[src/rtl/core/gtr_pkg.sv]
// shared types and constants for the greedy text reflow unit
// no dependencies; used by gtr_ctrl, gtr_dpath and greedy_text_reflow_unit
`default_nettype none

package gtr_pkg;

   localparam int         MAX_WIDTH_DEF  = 128;
   localparam logic [7:0] LINE_WIDTH_RST = 8'd75;
   localparam logic [3:0] CHUNK_BYTES    = 4'd8;

   localparam logic [7:0] CHAR_SPACE = 8'h20;
   localparam logic [7:0] CHAR_NL    = 8'h0A;
   localparam logic [7:0] CHAR_TAB   = 8'h09;
   localparam logic [7:0] CHAR_CR    = 8'h0D;

   typedef enum logic [2:0] {
      ST_IDLE,
      ST_LEAD,
      ST_HELD,
      ST_TAIL1,
      ST_TAIL2
   } state_type;

   typedef enum logic [2:0] {
      ACT_NONE,
      ACT_EOS,
      ACT_NL,
      ACT_WHITE,
      ACT_FIRST,
      ACT_PASS,
      ACT_HOLD,
      ACT_BREAK
   } action_type;

   typedef enum logic [1:0] {
      SRC_SPACE,
      SRC_NL,
      SRC_ITEM,
      SRC_MEM
   } src_type;

   typedef struct packed {
      logic       accept;
      action_type act;
      logic       push;
      src_type    src;
      logic       last_beat;
      logic       rd;
      logic       rd_restart;
   } cmd_type;

   typedef struct packed {
      logic in_eos;
      logic in_nl;
      logic in_white;
      logic col_zero;
      logic word_open;
      logic placed;
      logic para_open;
      logic line_word;
      logic overflow;
      logic held_last;
      logic pack_ready;
   } status_type;

endpackage

`default_nettype wire

[src/rtl/core/greedy_text_reflow_unit.sv]
// top level of the greedy text reflow unit: ties controller and datapath
// to the stream and csr ports; depends on gtr_pkg, gtr_ctrl, gtr_dpath
//
//   port group   dir   beat contents
//   req_*        in    tdata[7:0] in_byte, tlast end_of_stream
//   rsp_*        out   tdata[63:0] out_bytes, tdata[67:64] byte_count, tlast last_of_run
//   csr_*        in    csr_wr_data line_width, written when csr_wr_en is high
//
// a beat is taken only while the controller is idle; each output byte it
// causes then goes through the byte packer (lead byte, held word bytes from
// the word store read port, trailing newlines), waiting while rsp_tready is low.
// a beat that causes no bytes returns to idle at once; the last chunk
// is first closed in the accumulator and then moves to the output register.
// reset is synchronous; the word store needs no clearing pass.
`default_nettype none

module greedy_text_reflow_unit #(
   parameter int MAX_WIDTH = gtr_pkg::MAX_WIDTH_DEF
) (
   input  wire logic        clock,
   input  wire logic        reset,
   input  wire logic        req_tvalid,
   output logic             req_tready,
   input  wire logic [7:0]  req_tdata,   // [7:0] in_byte
   input  wire logic        req_tlast,   // end_of_stream
   output logic             rsp_tvalid,
   input  wire logic        rsp_tready,
   output logic [71:0]      rsp_tdata,   // [63:0] out_bytes, [67:64] byte_count
   output logic             rsp_tlast,   // last_of_run
   input  wire logic        csr_wr_en,
   input  wire logic [7:0]  csr_wr_data  // line_width
);

   gtr_pkg::cmd_type    cmd;
   gtr_pkg::status_type stat;
   logic [63:0]         out_bytes;
   logic [3:0]          out_count;

   gtr_ctrl u_ctrl (
      .clock      (clock),
      .reset      (reset),
      .req_tvalid (req_tvalid),
      .req_tready (req_tready),
      .stat       (stat),
      .cmd        (cmd)
   );

   gtr_dpath #(
      .MAX_WIDTH (MAX_WIDTH)
   ) u_dpath (
      .clock       (clock),
      .reset       (reset),
      .csr_wr_en   (csr_wr_en),
      .csr_wr_data (csr_wr_data),
      .in_byte     (req_tdata),
      .in_eos      (req_tlast),
      .rsp_tready  (rsp_tready),
      .rsp_tvalid  (rsp_tvalid),
      .out_bytes   (out_bytes),
      .out_count   (out_count),
      .out_last    (rsp_tlast),
      .cmd         (cmd),
      .stat        (stat)
   );

   assign rsp_tdata = {4'b0000, out_count, out_bytes};

endmodule

`default_nettype wire

[src/rtl/core/gtr_ctrl.sv]
// controller for the greedy text reflow unit: classifies each beat and
// sequences the output bytes; depends on gtr_pkg
`default_nettype none

module gtr_ctrl (
   input  wire logic               clock,
   input  wire logic               reset,
   input  wire logic               req_tvalid,
   output logic                    req_tready,
   input  wire gtr_pkg::status_type stat,
   output gtr_pkg::cmd_type        cmd
);

   gtr_pkg::state_type state_ff, state_in;
   gtr_pkg::src_type   lead_ff, lead_in;
   logic               held_ff, held_in;
   logic               tail1_ff, tail1_in;
   logic               tail2_ff, tail2_in;

   gtr_pkg::action_type act;
   gtr_pkg::src_type    lead_src;
   gtr_pkg::state_type  after_t1, after_held, after_lead;
   logic                flush, p_lead, p_held, p_t1, p_t2;

   always_ff @(posedge clock) begin
      if (reset) begin
         state_ff <= gtr_pkg::ST_IDLE;
         lead_ff  <= gtr_pkg::SRC_SPACE;
         held_ff  <= 1'b0;
         tail1_ff <= 1'b0;
         tail2_ff <= 1'b0;
      end else begin
         state_ff <= state_in;
         lead_ff  <= lead_in;
         held_ff  <= held_in;
         tail1_ff <= tail1_in;
         tail2_ff <= tail2_in;
      end
   end

   always_comb begin
      state_in   = state_ff;
      lead_in    = lead_ff;
      held_in    = held_ff;
      tail1_in   = tail1_ff;
      tail2_in   = tail2_ff;
      cmd        = '0;
      req_tready = (state_ff == gtr_pkg::ST_IDLE);

      // classify the incoming beat against the current paragraph state
      flush    = stat.word_open && !stat.placed;
      act      = gtr_pkg::ACT_HOLD;
      lead_src = gtr_pkg::SRC_SPACE;
      p_lead   = 1'b0;
      p_held   = 1'b0;
      p_t1     = 1'b0;
      p_t2     = 1'b0;
      priority if (stat.in_eos) begin
         act    = gtr_pkg::ACT_EOS;
         p_lead = flush;
         p_held = flush;
         p_t1   = stat.para_open;
      end else if (stat.in_nl) begin
         act    = gtr_pkg::ACT_NL;
         p_lead = flush;
         p_held = flush;
         p_t1   = !stat.line_word && stat.para_open;
         p_t2   = !stat.line_word;
      end else if (stat.in_white) begin
         act    = gtr_pkg::ACT_WHITE;
         p_lead = flush;
         p_held = flush;
      end else if (!stat.word_open && stat.col_zero) begin
         act      = gtr_pkg::ACT_FIRST;
         p_lead   = 1'b1;
         lead_src = gtr_pkg::SRC_ITEM;
      end else if (stat.word_open && stat.placed) begin
         act      = gtr_pkg::ACT_PASS;
         p_lead   = 1'b1;
         lead_src = gtr_pkg::SRC_ITEM;
      end else if (stat.overflow) begin
         // held word no longer fits: newline, then the word
         act      = gtr_pkg::ACT_BREAK;
         p_lead   = 1'b1;
         p_held   = 1'b1;
         lead_src = gtr_pkg::SRC_NL;
      end else begin
         act = gtr_pkg::ACT_HOLD;
      end

      after_t1   = tail2_ff ? gtr_pkg::ST_TAIL2 : gtr_pkg::ST_IDLE;
      after_held = tail1_ff ? gtr_pkg::ST_TAIL1 : after_t1;
      after_lead = held_ff ? gtr_pkg::ST_HELD : after_held;

      unique case (state_ff)
         gtr_pkg::ST_IDLE: begin
            if (req_tvalid) begin
               cmd.accept = 1'b1;
               cmd.act    = act;
               lead_in    = lead_src;
               held_in    = p_held;
               tail1_in   = p_t1;
               tail2_in   = p_t2;
               if (p_lead) begin
                  state_in = gtr_pkg::ST_LEAD;
               end else if (p_t1) begin
                  state_in = gtr_pkg::ST_TAIL1;
               end else if (p_t2) begin
                  state_in = gtr_pkg::ST_TAIL2;
               end else begin
                  state_in = gtr_pkg::ST_IDLE;
               end
            end
         end
         gtr_pkg::ST_LEAD: begin
            if (stat.pack_ready) begin
               cmd.push       = 1'b1;
               cmd.src        = lead_ff;
               cmd.last_beat  = !held_ff && !tail1_ff && !tail2_ff;
               cmd.rd         = held_ff;
               cmd.rd_restart = held_ff;
               state_in       = after_lead;
            end
         end
         gtr_pkg::ST_HELD: begin
            // read data for this byte was fetched when the previous byte was pushed
            if (stat.pack_ready) begin
               cmd.push      = 1'b1;
               cmd.src       = gtr_pkg::SRC_MEM;
               cmd.last_beat = stat.held_last && !tail1_ff && !tail2_ff;
               cmd.rd        = !stat.held_last;
               state_in      = stat.held_last ? after_held : gtr_pkg::ST_HELD;
            end
         end
         gtr_pkg::ST_TAIL1: begin
            if (stat.pack_ready) begin
               cmd.push      = 1'b1;
               cmd.src       = gtr_pkg::SRC_NL;
               cmd.last_beat = !tail2_ff;
               state_in      = after_t1;
            end
         end
         gtr_pkg::ST_TAIL2: begin
            if (stat.pack_ready) begin
               cmd.push      = 1'b1;
               cmd.src       = gtr_pkg::SRC_NL;
               cmd.last_beat = 1'b1;
               state_in      = gtr_pkg::ST_IDLE;
            end
         end
         default: begin
            state_in = gtr_pkg::ST_IDLE;
         end
      endcase
   end

endmodule

`default_nettype wire

[src/rtl/core/gtr_dpath.sv]
// datapath for the greedy text reflow unit: paragraph state, word store,
// byte packer and output register; depends on gtr_pkg
`default_nettype none

module gtr_dpath #(
   parameter int MAX_WIDTH = gtr_pkg::MAX_WIDTH_DEF
) (
   input  wire logic                clock,
   input  wire logic                reset,
   input  wire logic                csr_wr_en,
   input  wire logic [7:0]          csr_wr_data,
   input  wire logic [7:0]          in_byte,
   input  wire logic                in_eos,
   input  wire logic                rsp_tready,
   output logic                     rsp_tvalid,
   output logic [63:0]              out_bytes,
   output logic [3:0]               out_count,
   output logic                     out_last,
   input  wire gtr_pkg::cmd_type    cmd,
   output gtr_pkg::status_type      stat
);

   localparam int         AW    = (MAX_WIDTH > 1) ? $clog2(MAX_WIDTH) : 1;
   localparam logic [7:0] MAXW8 = 8'(MAX_WIDTH);

   logic [7:0] word_mem [MAX_WIDTH];
   logic [7:0] rd_data_ff;

   logic [7:0]      width_ff, width_in;
   logic [7:0]      held_ff, held_in;
   logic [7:0]      col_ff, col_in;
   logic            para_ff, para_in;
   logic            inside_ff, inside_in;
   logic            placed_ff, placed_in;
   logic            lhw_ff, lhw_in;
   logic [7:0]      item_ff, item_in;
   logic [7:0]      remain_ff, remain_in;
   logic [AW-1:0]   addr_ff, addr_in;
   logic [7:0][7:0] acc_ff, acc_in;
   logic [3:0]      cnt_ff, cnt_in;
   logic            fin_ff, fin_in;
   logic            out_valid_ff, out_valid_in;
   logic [63:0]     out_bytes_ff, out_bytes_in;
   logic [3:0]      out_count_ff, out_count_in;
   logic            out_last_ff, out_last_in;

   logic [7:0]    eff_w, new_held, end_col, col_inc, push_byte;
   logic [9:0]    fit_sum, end_sum;
   logic          flush, mem_wr, out_free, pack_ready;
   logic [AW-1:0] rd_addr;

   // word store: one write port, one registered read port
   always_ff @(posedge clock) begin
      if (mem_wr) begin
         word_mem[held_ff[AW-1:0]] <= in_byte;
      end
      if (cmd.rd) begin
         rd_data_ff <= word_mem[rd_addr];
      end
   end

   always_ff @(posedge clock) begin
      if (reset) begin
         width_ff     <= gtr_pkg::LINE_WIDTH_RST;
         held_ff      <= '0;
         col_ff       <= '0;
         para_ff      <= 1'b0;
         inside_ff    <= 1'b0;
         placed_ff    <= 1'b0;
         lhw_ff       <= 1'b0;
         remain_ff    <= '0;
         addr_ff      <= '0;
         acc_ff       <= '0;
         cnt_ff       <= '0;
         fin_ff       <= 1'b0;
         out_valid_ff <= 1'b0;
      end else begin
         width_ff     <= width_in;
         held_ff      <= held_in;
         col_ff       <= col_in;
         para_ff      <= para_in;
         inside_ff    <= inside_in;
         placed_ff    <= placed_in;
         lhw_ff       <= lhw_in;
         remain_ff    <= remain_in;
         addr_ff      <= addr_in;
         acc_ff       <= acc_in;
         cnt_ff       <= cnt_in;
         fin_ff       <= fin_in;
         out_valid_ff <= out_valid_in;
      end
   end

   always_ff @(posedge clock) begin
      item_ff      <= item_in;
      out_bytes_ff <= out_bytes_in;
      out_count_ff <= out_count_in;
      out_last_ff  <= out_last_in;
   end

   // arithmetic on the paragraph state
   always_comb begin
      if (width_ff == 8'd0) begin
         eff_w = 8'd1;
      end else if (width_ff > MAXW8) begin
         eff_w = MAXW8;
      end else begin
         eff_w = width_ff;
      end
      new_held = (held_ff == 8'hFF) ? held_ff : held_ff + 8'd1;
      col_inc  = (col_ff == 8'hFF) ? col_ff : col_ff + 8'd1;
      fit_sum  = {2'b00, col_ff} + 10'd1 + {2'b00, new_held};
      end_sum  = {2'b00, col_ff} + 10'd1 + {2'b00, held_ff};
      end_col  = (end_sum > 10'd255) ? 8'hFF : end_sum[7:0];
      flush    = inside_ff && !placed_ff;
   end

   always_comb begin
      stat.in_eos     = in_eos;
      stat.in_nl      = (in_byte == gtr_pkg::CHAR_NL);
      stat.in_white   = (in_byte == gtr_pkg::CHAR_SPACE) ||
                        ((in_byte >= gtr_pkg::CHAR_TAB) && (in_byte <= gtr_pkg::CHAR_CR));
      stat.col_zero   = (col_ff == 8'd0);
      stat.word_open  = inside_ff;
      stat.placed     = placed_ff;
      stat.para_open  = para_ff;
      stat.line_word  = lhw_ff;
      stat.overflow   = (fit_sum > {2'b00, eff_w});
      stat.held_last  = (remain_ff == 8'd1);
      stat.pack_ready = pack_ready;
   end

   // state update on an accepted beat, a line width write or a pushed held byte
   always_comb begin
      width_in  = csr_wr_en ? csr_wr_data : width_ff;
      held_in   = held_ff;
      col_in    = col_ff;
      para_in   = para_ff;
      inside_in = inside_ff;
      placed_in = placed_ff;
      lhw_in    = lhw_ff;
      item_in   = item_ff;
      remain_in = remain_ff;
      mem_wr    = 1'b0;

      if (cmd.accept) begin
         item_in = in_byte;
         unique case (cmd.act)
            gtr_pkg::ACT_EOS: begin
               remain_in = held_ff;
               held_in   = '0;
               inside_in = 1'b0;
               placed_in = 1'b0;
               col_in    = '0;
               para_in   = 1'b0;
               lhw_in    = 1'b0;
            end
            gtr_pkg::ACT_NL: begin
               remain_in = held_ff;
               if (flush) begin
                  col_in = end_col;
               end
               held_in   = '0;
               inside_in = 1'b0;
               placed_in = 1'b0;
               // empty input line closes the paragraph
               if (!lhw_ff) begin
                  para_in = 1'b0;
                  col_in  = '0;
               end
               lhw_in = 1'b0;
            end
            gtr_pkg::ACT_WHITE: begin
               remain_in = held_ff;
               if (flush) begin
                  col_in = end_col;
               end
               held_in   = '0;
               inside_in = 1'b0;
               placed_in = 1'b0;
            end
            gtr_pkg::ACT_FIRST: begin
               inside_in = 1'b1;
               held_in   = '0;
               placed_in = 1'b1;
               para_in   = 1'b1;
               col_in    = 8'd1;
               lhw_in    = 1'b1;
            end
            gtr_pkg::ACT_PASS: begin
               col_in = col_inc;
               lhw_in = 1'b1;
            end
            gtr_pkg::ACT_HOLD: begin
               mem_wr    = 1'b1;
               held_in   = new_held;
               inside_in = 1'b1;
               placed_in = 1'b0;
               lhw_in    = 1'b1;
            end
            gtr_pkg::ACT_BREAK: begin
               mem_wr    = 1'b1;
               remain_in = new_held;
               col_in    = new_held;
               held_in   = '0;
               inside_in = 1'b1;
               placed_in = 1'b1;
               lhw_in    = 1'b1;
            end
            default: begin
               held_in = held_ff;
            end
         endcase
      end

      if (cmd.push && (cmd.src == gtr_pkg::SRC_MEM)) begin
         remain_in = remain_ff - 8'd1;
      end
   end

   // read address walks the held word from its first byte
   always_comb begin
      rd_addr = cmd.rd_restart ? '0 : addr_ff;
      addr_in = cmd.rd ? rd_addr + 1'b1 : addr_ff;
   end

   always_comb begin
      unique case (cmd.src)
         gtr_pkg::SRC_SPACE: push_byte = gtr_pkg::CHAR_SPACE;
         gtr_pkg::SRC_NL:    push_byte = gtr_pkg::CHAR_NL;
         gtr_pkg::SRC_ITEM:  push_byte = item_ff;
         gtr_pkg::SRC_MEM:   push_byte = rd_data_ff;
         default:            push_byte = rd_data_ff;
      endcase
   end

   // packer: a full chunk leaves only when another byte follows or the run ends
   always_comb begin
      out_free   = !out_valid_ff || rsp_tready;
      pack_ready = !fin_ff && !((cnt_ff == gtr_pkg::CHUNK_BYTES) && !out_free);

      acc_in       = acc_ff;
      cnt_in       = cnt_ff;
      fin_in       = fin_ff;
      out_valid_in = out_valid_ff && !rsp_tready;
      out_bytes_in = out_bytes_ff;
      out_count_in = out_count_ff;
      out_last_in  = out_last_ff;

      if (fin_ff && out_free) begin
         out_valid_in = 1'b1;
         out_bytes_in = acc_ff;
         out_count_in = cnt_ff;
         out_last_in  = 1'b1;
         acc_in       = '0;
         cnt_in       = '0;
         fin_in       = 1'b0;
      end else if (cmd.push) begin
         if (cnt_ff == gtr_pkg::CHUNK_BYTES) begin
            out_valid_in = 1'b1;
            out_bytes_in = acc_ff;
            out_count_in = cnt_ff;
            out_last_in  = 1'b0;
            acc_in       = '0;
            acc_in[0]    = push_byte;
            cnt_in       = 4'd1;
         end else begin
            acc_in[cnt_ff[2:0]] = push_byte;
            cnt_in              = cnt_ff + 4'd1;
         end
         fin_in = cmd.last_beat;
      end
   end

   assign rsp_tvalid = out_valid_ff;
   assign out_bytes  = out_bytes_ff;
   assign out_count  = out_count_ff;
   assign out_last   = out_last_ff;

`ifndef SYNTHESIS
   a_push_when_ready: assert property (@(posedge clock) disable iff (reset)
      cmd.push |-> pack_ready)
      else $error("byte pushed into a blocked packer");

   a_mem_push_in_word: assert property (@(posedge clock) disable iff (reset)
      (cmd.push && (cmd.src == gtr_pkg::SRC_MEM)) |-> (remain_ff != 8'd0))
      else $error("held byte pushed past the end of the word");

   a_out_count: assert property (@(posedge clock) disable iff (reset)
      out_valid_ff |-> ((out_count_ff != 4'd0) && (out_count_ff <= gtr_pkg::CHUNK_BYTES)))
      else $error("result beat with bad byte count");

   a_fin_nonempty: assert property (@(posedge clock) disable iff (reset)
      fin_ff |-> (cnt_ff != 4'd0))
      else $error("run closed on an empty chunk");

   a_store_in_range: assert property (@(posedge clock) disable iff (reset)
      (cmd.accept && ((cmd.act == gtr_pkg::ACT_HOLD) || (cmd.act == gtr_pkg::ACT_BREAK)))
      |-> (held_ff < MAXW8))
      else $error("word store written beyond its depth");
`endif

endmodule

`default_nettype wire
[config.mk]
export PLATFORM = sky130hd
export DESIGN_NAME = greedy_text_reflow_unit
export DESIGN_NICKNAME = d
export VERILOG_FILES = /design/src/rtl/core/gtr_pkg.sv /design/src/rtl/core/greedy_text_reflow_unit.sv /design/src/rtl/core/gtr_ctrl.sv /design/src/rtl/core/gtr_dpath.sv
export SDC_FILE = /design/constraint.sdc
export NUM_CORES = 2
export LEC_CHECK = 0
export BUFFER_PORTS_ARGS = -buffer_cell sky130_fd_sc_hd__buf_2
export CAP_MARGIN = 25
export CORE_MARGIN = 2
export CORE_UTILIZATION = 39
export CTS_CLUSTER_SIZE = 12
export DETAILED_ROUTE_END_ITERATION = 12
export PLACE_DENSITY = 0.62
export SYNTH_ARGS = -nofsm -noshare
export SYNTH_HDL_FRONTEND = slang
export SYNTH_SLANG_ARGS = --single-unit
[constraint.sdc]
create_clock -name clock -period 6.65 [get_ports clock]
set_clock_uncertainty 0.15 [all_clocks]
set_input_delay 0.3325 -clock clock [delete_from_list [all_inputs] [get_ports clock]]
set_output_delay 0.3325 -clock clock [all_outputs]
set_load 0.05 [all_outputs]
==> flow_summary.ini <==
[cts]
cts_tree = done
cts_made_buffers = 133
clock_insertion_delay_worst_skew_ps = 740
cts_resized = 0
path_clk_slew_ps = 50
cts_buffer_depth = 3
cts_setup_buffers = 0
ctsRootBufferMaster = clkbuf_16
clock_sinks = 1230
cts.htree.levels = 4

[pwr]
power_density_mw_per_mm2 = 282
clock_power_share = 0.439
leakagePower_nw = 18.3
intPower_mw = 12.6
power.net_switching_mw = 3.45
ir_worst_vdd_uv = 160
power_frac_seq = 0.526
swShare = 0.215
p_comb_frac = 0.035

[layout]
fin_util = 0.446
fill_cells = 11276
seq_area_sq_mm = 0.0357
nets = 3748
area_delta_synth_final_pct = 13.3
multi_input_area_sq_mm = 0.0137
n_antenna_cell = 0
design_area_sq_mm = 0.0571
drive_above_1_share = 0.144

[floorplan]
die_y_um = 363
io_pins = 97
dieWidth_um = 363
dieArea_sq_mm = 0.132
start_util = 0.394
rows = 131
coreArea_sq_mm = 0.128

[yosys]
syn_inst = 3594
synth-seq-cells = 1230
async_reset_ff_frac = 0
synthTopCellsByArea = edfxtp_1 66%, dfxtp_1 4.8%, mux2_2 3.0%
yosys.area.top_type = edfxtp_1
seq_area_frac_synth = 0.709
avgSynthCellArea_sq_um = 14.0
syn-cell-area_sq_mm = 0.0504
netlist_top_cells_count = 1108 x edfxtp_1, 338 x nor2_1, 323 x nand2_1
yosys_warnings = 0
synth_edf_count = 1108
yosysMostFrequentCell = edfxtp_1
yosysTopAreaCellShare = 0.660
synth_cell_type_count = 88
synth_ff_type = edfxtp_1

[critical_path]
arrival_ps = 6740
crit_chain = ha_1 > nand2_1 > or3_1 > o21ai_0 > ha_1 > a21o_1 > maj3_1 > nand2_1 > o21a_1 > o21bai_1 > a21oi_1 > xnor2_1 > ha_1 > nand4_1 > nor2_1 > a221oi_1 > a32oi_1 > a211o_1 > nand3b_4 > o22a_1 > o31ai_1 > dlygate4sd3_1
cp_num_buf_inv = 1
path_max_fanout = 15
slowest_delay_ps = 590
timing.rr.end = u_ctrl.state_ff[1]
crit_family = compound AO/OA/AOI/OAI gates
r2r_slack_ps = 440
cp_slowest_cell = dfxtp_1
crit_top_cell = ha_1
cp_data_required_time_ps = 7180
rr_startpoint = u_dpath.held_ff[0]
critPathCaptureType = register
start_kind = register
worstRegToRegCells = 22
path_class = reg -> reg

[routing]
drc = 0
avgRoutedWirePerCell_um = 24.5
drt.antenna.violating_nets = 0
drt_iter0_markers = 3755
firstDrtPassIters = 5
vias = 31422
drt_wl_total_mm = 134
vias_per_cell = 5.76

[sta]
timing_hold_violations_final = 0
fmax_mhz = 161
setup-violations-final = 0
max-slew-margin-rel = 0.259
fin_crit_sh = 0.933
tightest_slew_ps = 1110
fin_setup_tns_ps = 0
min_period_ps = 6210
slew_violations = 0
rsz0062_at_grt = false
whs_ps = 20.8

[placed_design]
io_buffer_count = 92
gp_congestion = 0.895
hpwl_mm = 82.0
place_area_sq_mm = 0.0527

[worst_hold_path]
whs_path_depth = 3
worstHoldPathType = in -> reg
worstHoldStart = reset
holdPathEnd = u_dpath.width_ff[7]

[global_route]
grt_max_degree = 94
antenna_found_initial = 1
grt_pass1_vias = 30182
overflow = 0
grt_usage = 0.199
grt_pass1_wl_mm = 198

[status]
outcome = finished, final reports clean

[flow_run]
drv_cap = 0
==> routing by layer <==
metal / wire, um / GRT usage
met3: 10200 / 0.0329
met4: 3490 / 0.0617
met5: 13 / 0
met2: 61900 / 0.315
met1: 58200 / 0.281
==> worst min-delay path, delay by kind of cell <==
kind	cells	cell delay [ps]
buffers and inverters	2	380
and+or+nand+nor	1	150
==> logic make-up (layout without fill, tap and decap cells) <==
logic type | count (synthesis) | after routing | share of synthesized area
multiplexers | 269 | 269 | 0.0662
adder cells (fa/ha/maj) | 34 | 34 | 0.00869
other | 1 | 4 | 0.0000744
flip-flops | 1230 | 1230 | 0.709
XOR/XNOR | 28 | 28 | 0.00487
AND/OR/NAND/NOR | 935 | 935 | 0.0814
AO/OA/AOI/OAI | 830 | 830 | 0.109
buffers and inverters | 267 | 459 | 0.0212
==> cell type report <==
type,instances,share of cell area
multi-input combinational,2100,0.239
timing repair buffer,189,0.0236
tap,1662,0.0364
inverter,39,0.00259
clock buffer,184,0.0634
sequential,1230,0.626
clock inverter,47,0.00859
==> power by group through the flow <==
stage                     Sequential (mW)  Clock, mW  Combinational (mW)
after floorplan                      8.62          0               0.291
after global placement               8.62          0               0.545
after detailed placement             8.62          0               0.552
after CTS                            8.46       7.14               0.567
after global routing                 8.46       7.44               0.613
final                                8.46       7.05               0.568
==> metrics by stage <==
step | power [mW] | worst slack, ps | cells
floorplan | 8.91 | 1680 | 3597
global placement | 9.17 | 750 | 5193
detailed placement | 9.17 | 614 | 5193
CTS | 16.2 | 518 | 5450
global route | 16.5 | 53.3 | 5451
finish | 16.1 | 444 | 5451
==> state kept, by name, summed over array words and instances, names as in the netlist, 2 cells and up <==
name and count:
u_dpath.remain_ff 8, u_dpath.out_bytes 64, u_dpath.col_ff 8, u_dpath.word_mem 1024, u_dpath.cnt_ff 4, u_dpath.held_ff 8
u_dpath.width_ff 8, u_dpath.acc_ff 64, u_ctrl.lead_ff 2, u_dpath.out_count 4, u_dpath.addr_ff 7, u_ctrl.state_ff 3
u_dpath.item_ff 8, u_dpath.rd_data_ff 8
==> cell usage in the layout (no fill, tap or decap), drive strengths merged, types with 8 or more instances in the layout <==
master / Yosys / routed
a211oi: 37 / 37
a21o: 32 / 32
a21oi: 222 / 222
a221o: 17 / 17
a221oi: 64 / 64
a22oi: 38 / 38
a31oi: 69 / 69
a32oi: 37 / 37
and2: 39 / 39
and3: 12 / 12
buf: 68 / 162
clkbuf: 160 / 185
clkinv: 1 / 35
dfxtp: 122 / 122
dlygate4sd3: 0 / 26
edfxtp: 1108 / 1108
ha: 31 / 31
inv: 38 / 46
mux2: 134 / 134
mux2i: 97 / 97
mux4: 38 / 38
nand2: 324 / 324
nand2b: 14 / 14
nand3: 104 / 104
nor2: 339 / 339
nor2b: 30 / 30
nor3: 31 / 31
nor4: 9 / 9
o211ai: 21 / 21
o21a: 8 / 8
o21ai: 149 / 149
o221ai: 25 / 25
o22ai: 56 / 56
o31ai: 9 / 9
xnor2: 23 / 23
==> worst max-delay path by stage <==
stage,start,end,slack [ps],cells past startpoint
5_1_grt,u_dpath.held_ff[0],u_ctrl.state_ff[1],50,22
3_3_place_gp,u_dpath.held_ff[0],u_dpath.remain_ff[2],750,22
6_report,u_dpath.held_ff[0],u_ctrl.state_ff[1],440,22
4_1_cts,u_dpath.held_ff[0],u_ctrl.state_ff[1],520,22
2_1_floorplan,u_dpath.held_ff[0],u_dpath.col_ff[4],1680,25
3_5_place_dp,u_dpath.held_ff[0],u_dpath.remain_ff[2],610,22
==> what timing repair did <==
action / in CTS / in global routing
hold endpoints to repair: 119 / 0
hold buffers: 26 / 0
setup endpoints to repair: 0 / 0
Note: power is estimated with default switching activity, not from simulation.
